<file path="config.mk">
export PLATFORM = sky130hd
export DESIGN_NAME = pulse_width_timer
export DESIGN_NICKNAME = d
export VERILOG_FILES = /design/src/rtl/pwt_pkg.sv /design/src/rtl/pwt_cfg_regs.sv /design/src/rtl/pwt_core.sv /design/src/rtl/pwt_out_reg.sv /design/src/rtl/pulse_width_timer.sv
export VERILOG_INCLUDE_DIRS = /design/src /design/src/rtl
export SDC_FILE = /design/constraint.sdc
export NUM_CORES = 1
export LEC_CHECK = 0
export ABC_AREA = 1
export BUFFER_PORTS_ARGS = -buffer_cell sky130_fd_sc_hd__buf_2
export CAP_MARGIN = 20
export CORE_MARGIN = 2
export CORE_UTILIZATION = 50
export DETAILED_ROUTE_END_ITERATION = 8
export PLACE_DENSITY = 0.7
export SYNTH_ARGS = -nofsm -noshare
export SYNTH_HDL_FRONTEND = slang
export SYNTH_SLANG_ARGS = --single-unit
export TNS_END_PERCENT = 1
</file>
<file path="constraint.sdc">
create_clock -name clk -period 12.7 [get_ports clk]
set_clock_uncertainty 0.1 [all_clocks]
set_input_delay 2.54 -clock clk [delete_from_list [all_inputs] [get_ports clk]]
set_output_delay 2.54 -clock clk [all_outputs]
set_load 0.02 [all_outputs]
</file>
<file path="src/rtl/pulse_width_timer_defines.svh">
// ----------------------------------------------------------------------------
// Pulse width timer assertion macros
// Shared concurrent assertion macros for the pulse width timer modules. They
// compile to nothing when SYNTH is defined.
// ----------------------------------------------------------------------------
`ifndef PULSE_WIDTH_TIMER_DEFINES_SVH
`define PULSE_WIDTH_TIMER_DEFINES_SVH

`ifndef SYNTH

// Consequent must hold in the same cycle as the antecedent.
`define PWT_ASSERT_SAME(label, clk, rst_n, ante, cons) \
  label: assert property (@(posedge clk) disable iff (!rst_n) (ante) |-> (cons)) \
    else $error("pulse_width_timer: same-cycle check failed");

// Consequent must hold in the cycle after the antecedent.
`define PWT_ASSERT_NEXT(label, clk, rst_n, ante, cons) \
  label: assert property (@(posedge clk) disable iff (!rst_n) (ante) |=> (cons)) \
    else $error("pulse_width_timer: next-cycle check failed");

`else

`define PWT_ASSERT_SAME(label, clk, rst_n, ante, cons)
`define PWT_ASSERT_NEXT(label, clk, rst_n, ante, cons)

`endif

`endif

</file>
<file path="src/rtl/pwt_pkg.sv">
// ----------------------------------------------------------------------------
// Pulse width timer package
// Types, register indexes and constants shared by the pulse width timer.
// ----------------------------------------------------------------------------
package pwt_pkg;

  // Default width of the microsecond counter.
  localparam int unsigned PWT_COUNT_WIDTH = 32;

  // Configuration register indexes.
  localparam int unsigned CFG_IDX_W = 2;
  localparam logic [CFG_IDX_W-1:0] CFG_ACTIVE_LEVEL = 2'd0;
  localparam logic [CFG_IDX_W-1:0] CFG_TIMEOUT_US   = 2'd1;
  localparam logic [CFG_IDX_W-1:0] CFG_TICKS_PER_US = 2'd2;

  // Configuration reset values.
  localparam logic        RST_ACTIVE_LEVEL = 1'b1;
  localparam logic [31:0] RST_TIMEOUT_US   = 32'd0;
  localparam logic [7:0]  RST_TICKS_PER_US = 8'd240;

  // Timeout used when timeout_us is zero (ten seconds).
  localparam logic [31:0] DEFAULT_TIMEOUT_US = 32'd10_000_000;

  // Largest reportable pulse length.
  localparam logic [31:0] PULSE_MAX = 32'hFFFF_FFFF;

  // Current configuration, handed to the measurement core.
  typedef struct packed {
    logic        active_level;
    logic [31:0] timeout_us;
    logic [7:0]  ticks_per_us;
  } pwt_cfg_t;

  // One result transaction from the core to the output register.
  typedef struct packed {
    logic        valid;
    logic        timed_out;
    logic [31:0] pulse_us;
  } pwt_result_t;

  // Measurement phase, one-hot.
  typedef enum logic [3:0] {
    PH_IDLE        = 4'b0001,
    PH_WAIT_IDLE   = 4'b0010,
    PH_WAIT_ACTIVE = 4'b0100,
    PH_MEASURE     = 4'b1000
  } pwt_phase_t;

endpackage

</file>
<file path="src/rtl/pwt_cfg_regs.sv">
// ----------------------------------------------------------------------------
// Pulse width timer configuration registers
// Holds active_level, timeout_us and ticks_per_us, written over the cfg port.
// ----------------------------------------------------------------------------
module pwt_cfg_regs
  import pwt_pkg::*;
(
  input  logic                 clk,
  input  logic                 rst_n,
  input  logic                 cfg_valid,
  input  logic [CFG_IDX_W-1:0] cfg_index,
  input  logic [31:0]          cfg_data,
  output logic                 cfg_ready,
  output pwt_cfg_t             cfg
);

  pwt_cfg_t cfg_r;

  // Writes are always taken; an unknown index is dropped.
  assign cfg_ready = 1'b1;

  always_ff @(posedge clk) begin
    if (!rst_n) begin
      cfg_r.active_level <= RST_ACTIVE_LEVEL;
      cfg_r.timeout_us   <= RST_TIMEOUT_US;
      cfg_r.ticks_per_us <= RST_TICKS_PER_US;
    end else if (cfg_valid && cfg_ready) begin
      unique case (cfg_index)
        CFG_ACTIVE_LEVEL: cfg_r.active_level <= cfg_data[0];
        CFG_TIMEOUT_US:   cfg_r.timeout_us   <= cfg_data;
        CFG_TICKS_PER_US: cfg_r.ticks_per_us <= cfg_data[7:0];
        default: ;
      endcase
    end
  end

  assign cfg = cfg_r;

endmodule

</file>
<file path="src/rtl/pwt_core.sv">
// ----------------------------------------------------------------------------
// Pulse width timer measurement core
// Phase machine, tick prescaler and saturating microsecond counter. Each
// accepted transaction updates the state and may produce one result.
// ----------------------------------------------------------------------------
`include "pulse_width_timer_defines.svh"

module pwt_core
  import pwt_pkg::*;
#(
  parameter int unsigned COUNT_WIDTH = PWT_COUNT_WIDTH
)(
  input  logic        clk,
  input  logic        rst_n,
  input  pwt_cfg_t    cfg,
  input  logic        accept,
  input  logic        mode,
  input  logic        pin_level,
  output pwt_result_t res
);

  // Compare width covers both the counter and the 32-bit timeout.
  localparam int unsigned CMP_W = (COUNT_WIDTH > 32) ? COUNT_WIDTH : 32;

  pwt_phase_t             phase_r, phase_nxt;
  logic [7:0]             presc_r, presc_nxt;
  logic [COUNT_WIDTH-1:0] elapsed_r, elapsed_nxt;

  logic [8:0]             presc_inc;
  logic [7:0]             div;
  logic                   us_wrap;
  logic [7:0]             presc_adv;
  logic [COUNT_WIDTH-1:0] elapsed_adv;
  logic [31:0]            limit;
  logic [CMP_W-1:0]       elapsed_ext;
  logic                   tmo;
  logic [31:0]            pulse_sat;
  logic                   idle_level;

  // Time advance for one tick: prescaler then saturating microsecond count.
  always_comb begin
    div       = (cfg.ticks_per_us == 8'd0) ? 8'd1 : cfg.ticks_per_us;
    presc_inc = {1'b0, presc_r} + 9'd1;
    us_wrap   = (presc_inc >= {1'b0, div});
    presc_adv = us_wrap ? 8'd0 : presc_inc[7:0];
    if (us_wrap && (elapsed_r != {COUNT_WIDTH{1'b1}})) begin
      elapsed_adv = elapsed_r + COUNT_WIDTH'(1);
    end else begin
      elapsed_adv = elapsed_r;
    end
  end

  // Timeout check and clamped pulse length, both on the advanced count.
  always_comb begin
    limit       = (cfg.timeout_us == 32'd0) ? DEFAULT_TIMEOUT_US : cfg.timeout_us;
    elapsed_ext = CMP_W'(elapsed_adv);
    tmo         = (elapsed_ext >= CMP_W'(limit));
    pulse_sat   = (elapsed_ext > CMP_W'(PULSE_MAX)) ? PULSE_MAX : elapsed_ext[31:0];
    idle_level  = ~cfg.active_level;
  end

  // Next state and result for the accepted transaction.
  always_comb begin
    phase_nxt   = phase_r;
    presc_nxt   = presc_r;
    elapsed_nxt = elapsed_r;
    res         = '0;
    if (accept) begin
      if (mode) begin
        phase_nxt   = PH_WAIT_IDLE;
        presc_nxt   = 8'd0;
        elapsed_nxt = '0;
      end else if (phase_r != PH_IDLE) begin
        presc_nxt   = presc_adv;
        elapsed_nxt = elapsed_adv;
        unique case (phase_r)
          PH_WAIT_IDLE: begin
            if (pin_level == idle_level) begin
              phase_nxt = PH_WAIT_ACTIVE;
            end else if (tmo) begin
              phase_nxt     = PH_IDLE;
              res.valid     = 1'b1;
              res.timed_out = 1'b1;
            end
          end
          PH_WAIT_ACTIVE: begin
            if (pin_level == cfg.active_level) begin
              // Pulse begins: restart both time counters.
              phase_nxt   = PH_MEASURE;
              presc_nxt   = 8'd0;
              elapsed_nxt = '0;
            end else if (tmo) begin
              phase_nxt     = PH_IDLE;
              res.valid     = 1'b1;
              res.timed_out = 1'b1;
            end
          end
          PH_MEASURE: begin
            if (pin_level == idle_level) begin
              phase_nxt    = PH_IDLE;
              res.valid    = 1'b1;
              res.pulse_us = pulse_sat;
            end else if (tmo) begin
              phase_nxt     = PH_IDLE;
              res.valid     = 1'b1;
              res.timed_out = 1'b1;
            end
          end
          default: ;
        endcase
      end
    end
  end

  // State registers.
  always_ff @(posedge clk) begin
    if (!rst_n) begin
      phase_r   <= PH_IDLE;
      presc_r   <= 8'd0;
      elapsed_r <= '0;
    end else begin
      phase_r   <= phase_nxt;
      presc_r   <= presc_nxt;
      elapsed_r <= elapsed_nxt;
    end
  end

  // A result only comes from an accepted tick transaction.
  `PWT_ASSERT_SAME(a_res_on_tick, clk, rst_n, res.valid, accept && !mode)
  // An idle timer ignores ticks.
  `PWT_ASSERT_SAME(a_idle_silent, clk, rst_n, (phase_r == PH_IDLE) && accept && !mode,
                   !res.valid)
  // Arming clears the counters and waits for the idle level.
  `PWT_ASSERT_NEXT(a_arm_clears, clk, rst_n, accept && mode,
                   (phase_r == PH_WAIT_IDLE) && (presc_r == 8'd0) && (elapsed_r == '0))

endmodule

</file>
<file path="src/rtl/pwt_out_reg.sv">
// ----------------------------------------------------------------------------
// Pulse width timer output register
// Holds one result transaction until the downstream side takes it.
// ----------------------------------------------------------------------------
`include "pulse_width_timer_defines.svh"

module pwt_out_reg
  import pwt_pkg::*;
(
  input  logic        clk,
  input  logic        rst_n,
  input  pwt_result_t res,
  input  logic        out_stall,
  output logic        busy,
  output logic        out_valid,
  output logic        out_timed_out,
  output logic [31:0] out_pulse_us
);

  logic        valid_r;
  logic        timed_out_r;
  logic [31:0] pulse_us_r;

  // Upstream must wait only while a held result is not being taken.
  assign busy = valid_r && out_stall;

  // Valid flag.
  always_ff @(posedge clk) begin
    if (!rst_n) begin
      valid_r <= 1'b0;
    end else if (res.valid) begin
      valid_r <= 1'b1;
    end else if (!out_stall) begin
      valid_r <= 1'b0;
    end
  end

  // Payload.
  always_ff @(posedge clk) begin
    if (res.valid) begin
      timed_out_r <= res.timed_out;
      pulse_us_r  <= res.pulse_us;
    end
  end

  assign out_valid     = valid_r;
  assign out_timed_out = timed_out_r;
  assign out_pulse_us  = pulse_us_r;

  // A held result is never overwritten.
  `PWT_ASSERT_SAME(a_no_overwrite, clk, rst_n, res.valid, !busy)
  // A timeout result reports a zero length.
  `PWT_ASSERT_NEXT(a_timeout_zero, clk, rst_n, res.valid && res.timed_out,
                   out_valid && out_timed_out && (out_pulse_us == 32'd0))

endmodule

</file>
<file path="src/rtl/pulse_width_timer.sv">
// Output: a result is registered and presented in the cycle after the tick transaction that ends it.
// Throughput: one input transaction per cycle; the single output register only
// holds off input while a result waits under out_stall.
// Reset: synchronous active-low rst_n restores register defaults, idles the
// phase machine and empties the output register.
// ----------------------------------------------------------------------------
// Pulse width timer
// Measures one pulse on a sampled pin in whole microseconds, with timeout.
// ----------------------------------------------------------------------------
module pulse_width_timer
  import pwt_pkg::*;
#(
  parameter int unsigned COUNT_WIDTH = PWT_COUNT_WIDTH
)(
  input  logic                 clk,
  input  logic                 rst_n,
  input  logic                 in_valid,
  output logic                 in_stall,
  input  logic                 in_mode,
  input  logic                 in_pin_level,
  output logic                 out_valid,
  input  logic                 out_stall,
  output logic                 out_timed_out,
  output logic [31:0]          out_pulse_us,
  input  logic                 cfg_valid,
  output logic                 cfg_ready,
  input  logic [CFG_IDX_W-1:0] cfg_index,
  input  logic [31:0]          cfg_data
);

  pwt_cfg_t    cfg;
  pwt_result_t res;
  logic        busy;
  logic        accept;

  assign in_stall = busy;
  assign accept   = in_valid && !busy;

  pwt_cfg_regs u_cfg (
    .clk       (clk),
    .rst_n     (rst_n),
    .cfg_valid (cfg_valid),
    .cfg_index (cfg_index),
    .cfg_data  (cfg_data),
    .cfg_ready (cfg_ready),
    .cfg       (cfg)
  );

  pwt_core #(
    .COUNT_WIDTH (COUNT_WIDTH)
  ) u_core (
    .clk       (clk),
    .rst_n     (rst_n),
    .cfg       (cfg),
    .accept    (accept),
    .mode      (in_mode),
    .pin_level (in_pin_level),
    .res       (res)
  );

  pwt_out_reg u_out (
    .clk           (clk),
    .rst_n         (rst_n),
    .res           (res),
    .out_stall     (out_stall),
    .busy          (busy),
    .out_valid     (out_valid),
    .out_timed_out (out_timed_out),
    .out_pulse_us  (out_pulse_us)
  );

endmodule

</file>
Yosys cells after proc, flatten, opt, wreduce, memory -nomap -nowiden
Index checks and enable logic that the tools add are counted.

Register bits: 119. Latch bits: 0. RAM bits: 0. ROM bits: 0. Input port bits: 41. Output and inout bits: 36. Logic and storage cells: 78. Memories kept: 0.

Add/sub/neg operators: 2. Multipliers: 0. Divide/modulo/power cells: 0. Magnitude comparators: 3. Eq/ne operators: 10. Shift-type cells: 0. Mux-type cells: 33. Bitwise logic cells: 5. Reductions and logical operators: 16.

Operators by type and width (number): 32-bit two-way mux (9); 34-bit two-way mux (3); 8-bit two-way mux (6); 32-bit by 1-bit adder with 32-bit output, second input constant (1); 32-bit >= comparator (1); 32-bit > comparator, second input constant (1); 32-bit logical NOT (1); 32-bit != test, second input constant (1); 4-bit two-way mux (6); 4-bit one-hot mux with 3 select lines (1); 8-bit by 1-bit adder with 9-bit output, second input constant (1); 9-bit by 8-bit >= comparator with 1-bit output (1); 8-bit logical NOT (1); 2-bit AND reduction (4); 2-bit two-way mux (3); 2-bit one-hot mux with 3 select lines (1); 1-bit inverter (5); 5-bit OR reduction (1); 4-bit by 2-bit == test with 1-bit output, second input constant (1); 4-bit by 3-bit == test with 1-bit output, second input constant (1); 4-bit == test, second input constant (1); 1-bit two-way mux (4); 4-bit by 1-bit != test with 1-bit output, second input constant (1); 4-bit nonzero test (1); 10 further kinds (13).

Longest topological paths before layout
Depth after elaboration: 13. Mapped depth: 34. Depth with buffers taken out: 34.

Modules after synthesis
Synthesis repeated with hierarchy kept, for this count alone.

Cell total of the unflattened synthesis: 1119. Area total of the unflattened synthesis: 7806.2 µm².

Modules (own cells, without submodules): pwt_core (times used 1, cells an instance 822, area each 5011.1 µm², seq. area each 880.8 µm²); pwt_cfg_regs (times used 1, cells an instance 256, area each 1750.4 µm², seq. area each 820.8 µm²); pwt_out_reg (times used 1, cells an instance 39, area each 1034.7 µm², seq. area each 1011.0 µm²); pulse_width_timer (times used 1, cells an instance 2, area each 10.0 µm², seq. area each 0.0 µm²).

Least setup slack after synthesis
OpenSTA, ideal clock, no wires.

Kind: input to output. Start: input out_stall. End: output in_stall. Arrival time: 2777 ps. Required time: 10060 ps. Slack: 7283 ps. Stages on the path: 2. Path buffers: 0. Cell sequence: nand2_1 > inv_1.

Longest elaborated chain between the ends: 1.

Ends and longest elaborated chain: from (decl) (line pulse_width_timer.sv:22) `input logic out_stall,`; 1-bit logical AND (line pwt_out_reg.sv:25) `assign busy = valid_r && out_stall;`; to (decl) (line pulse_width_timer.sv:18) `output logic in_stall,`.

No other way between the ends.

Worst setup path after layout
Same ends and word-level chain as after synthesis.

==> results.yml <==
setup_path:
  crit_start: "out_stall"
  setup.worst_path.end: "in_stall"
  ff2ff_path_depth: 31
  crit_fanout: 3
  worst_setup_path_start_kind: "input pin"
  worstReg2RegEnd: "u_out.out_pulse_us[30]"
  cp.required_ps: 10060
  cpMostUsedCell: "buf_2"
  rrSetupSlack_ps: 7540
  cpPeakStageDelay_ps: 150
  path_cells: "buf_2, nand2_1, inv_1, buf_2"
  worstSetupPathType: "in -> out"
  regToRegStartpoint: "u_core.presc_r[0]"
  critPathSlowestCell: "buf_2"
  crit_arrival_ps: 2940
  cp-end-kind: "output pin"
flow_run:
  max-cap-violations: 0
yosys:
  post_synth_instance_area_sq_um: 6430
  synth_compound_area_share_pct: 12.8
  yosys_register_bits: 119
  ys_warn_count: 0
  synth_seq_area_share_pct: 42.2
  synth-xor-area-share_pct: 4.77
  muxShareOfSynthArea_pct: 0
  yosys.area_share.simple_pct: 23.4
  postSynthCellCount: 845
  syn_nets: 927
  synth_cell_type_count: 40
  synth_top_family_by_area: "simple AND/OR/NAND/NOR gates"
  synthAdderAreaFrac_pct: 7.98
  syn_area_per_cell_sq_um: 7.61
clock_tree:
  clk_pin_slew_worst_paths_ps: 50
  cts_resized: 0
  cts_htree_levels: 4
  cts_hold_buffers: 0
  cts_made_buffers: 17
  clock-sinks: 119
  clk_latency_ps: 420
  cts_tree: "yes"
  root_buffer: "clkbuf_16"
  postCtsSetupBuffers: 0
  clockBufferDepth: 2
layout:
  area_growth_pct: 17.5
  drive_gt1_share_pct: 14.9
  design_area_sq_um: 7560
  diodes: 0
  layout.nets: 1001
  layout_commonest_cell: "nand2_1"
  nFillCells: 1215
  final_cell_mix: "nand2_1 (174), inv_1 (111), a21oi_1 (90)"
global_route:
  grt_first_pass_wirelength_um: 24300
  antenna_found_initial: 0
  first_global_vias: 5134
  gr-total-overflow: 0
  grt_use_total_pct: 21.8
  grt_max_degree: 56
placed_design:
  postPlaceCellArea_sq_um: 6960
  io_buffer_count: 75
  finalWeightedCongestion: 0.960
  dpl.hpwl_um: 10600
power_and_ir_drop:
  p_per_area_nw_per_um2: 121
  share_seq_of_total_power_pct: 43.6
  p_int_uw: 712
  p_clk_share_pct: 50.0
  ir_drop_uv: 70.1
  p_comb_share_pct: 6.4
  leakagePower_nw: 3.28
  power_switching_uw: 206
  sw_frac_of_total_pct: 22.4
timing:
  final_hold_viol_count: 0
  setup_viol: 0
  rsz0062_at_grt: "false"
  finalCritPeriodShare_pct: 43.9
  fmax_ghz: 0.179
  finalMaxSlewViolations: 0
  finalSetupTns_ps: 0
  max_slew_margin_pct: 40.0
  min_period_ps: 5580
  worstMarginPinSlew_ps: 892
routing:
  viasPerCell: 5.04
  drt-total-wl_um: 14300
  antenna_left: 0
  drcViolationCount: 0
  vias: 5569
  first_pass_iters: 5
  wl_per_cell_um: 13.0
  drt_iter0_drc: 285
floorplanning:
  rows: 41
  dieHeight_um: 117
  floorplan.initialDensity_pct: 51.2
  fp.dieW_um: 117
  pin_count: 77
  core-area_sq_um: 12600
  dieArea_sq_um: 13800
outcome:
  status: "finished clean"
min_path:
  hold_path_class: "reg -> reg"
-- cells by family after synthesis --
kind of cell	Yosys count
simple gates	349
other cells	1
flops	119
fa+ha+maj	41
xor+xnor	35
compound gates	152
buf+inv	148
-- power groups by stage --
stage          sequential, mW  clock (mW)  combinational (mW)
2_1_floorplan           0.407           0              0.0410
3_3_place_gp            0.408           0              0.0574
3_5_place_dp            0.408           0              0.0583
4_1_cts                 0.400       0.467              0.0590
5_1_grt                 0.401       0.480              0.0688
6_report                0.400       0.458              0.0587
-- how the worst min path moves through the flow --
stage | from | end | slack [ps] | depth (start not counted)
6_report | u_core.presc_r[3] | u_core.presc_r[3] | 370 | 2
2_1_floorplan | u_core.presc_r[3] | u_core.presc_r[3] | 350 | 2
3_3_place_gp | u_core.presc_r[3] | u_core.presc_r[3] | 360 | 2
4_1_cts | u_core.presc_r[3] | u_core.presc_r[3] | 370 | 2
5_1_grt | u_core.elapsed_r[30] | u_core.elapsed_r[30] | 400 | 2
3_5_place_dp | u_core.presc_r[3] | u_core.presc_r[3] | 360 | 2
-- registers in the layout (all words and copies together), names as in the netlist --
name and flops:
u_core.phase_r 4, u_core.elapsed_r 32, u_out.out_timed_out 1, u_out.out_pulse_us 32
u_out.out_valid 1, u_core.presc_r 8, u_cfg.cfg 41
-- synth_stat cells, drive strengths merged --
library cell    n  area share (%)
dfxtp          86              27
a21oi          92             7.3
a41o            1            0.16
clkbuf         22             1.3
ha             41             8.0
conb            1           0.058
or2             4            0.39
nor2           91             5.4
o21ai          45             3.6
inv           119             7.0
a211oi          5            0.66
buf             4            0.33
nand4          19             1.8
edfxtp         33              15
nand3          20             1.6
xnor2           6            0.82
o211a           1            0.16
o211ai          4            0.47
or3b            1            0.14
nor4           13             1.3
o221ai          2            0.27
clkinv          3            0.18
nand2         182              11
a31oi           1           0.097
nor3           19             1.8
o221a           1            0.18
xor2           29             4.0
-- critical path, delay by kind of cell --
family,cells,cell delay (ps)
buf+inv,3,290
simple gates,1,110
-- area by class of cell --
type                            count  area [sq um]  area share [%]
Timing Repair Buffer               81           440            5.83
Multi-Input combinational cell    578          3160            41.8
Clock buffer                       25           507            6.71
Tap cell                          172           215            2.85
Inverter                          122           460            6.09
Sequential cell                   119          2710            35.9
Clock inverter                      7          65.1           0.861
-- metrics by stage --
stage / utilization [%] / hold slack (ps) / worst slack (ps) / cells / power [mW]
after global routing: 60.1 / 402 / 7050 / 1104 / 0.950
after global placement: 55.4 / 356 / 7130 / 1071 / 0.465
after floorplan: - / 345 / 7280 / 845 / 0.448
after detailed placement: 55.4 / 360 / 7120 / 1071 / 0.466
after CTS: 59.9 / 368 / 7120 / 1103 / 0.926
final: 60.1 / 367 / 7120 / 1104 / 0.917
-- per-layer routing --
metal	up-vias	wire length [um]	track usage, %
met3	25	807	5.25
li1	2919	-	-
met2	141	5960	31.9
met4	0	257	7.68
met1	2484	7300	31.3
met5	-	0	0
No activity file was read; power rests on OpenSTA's default activity.
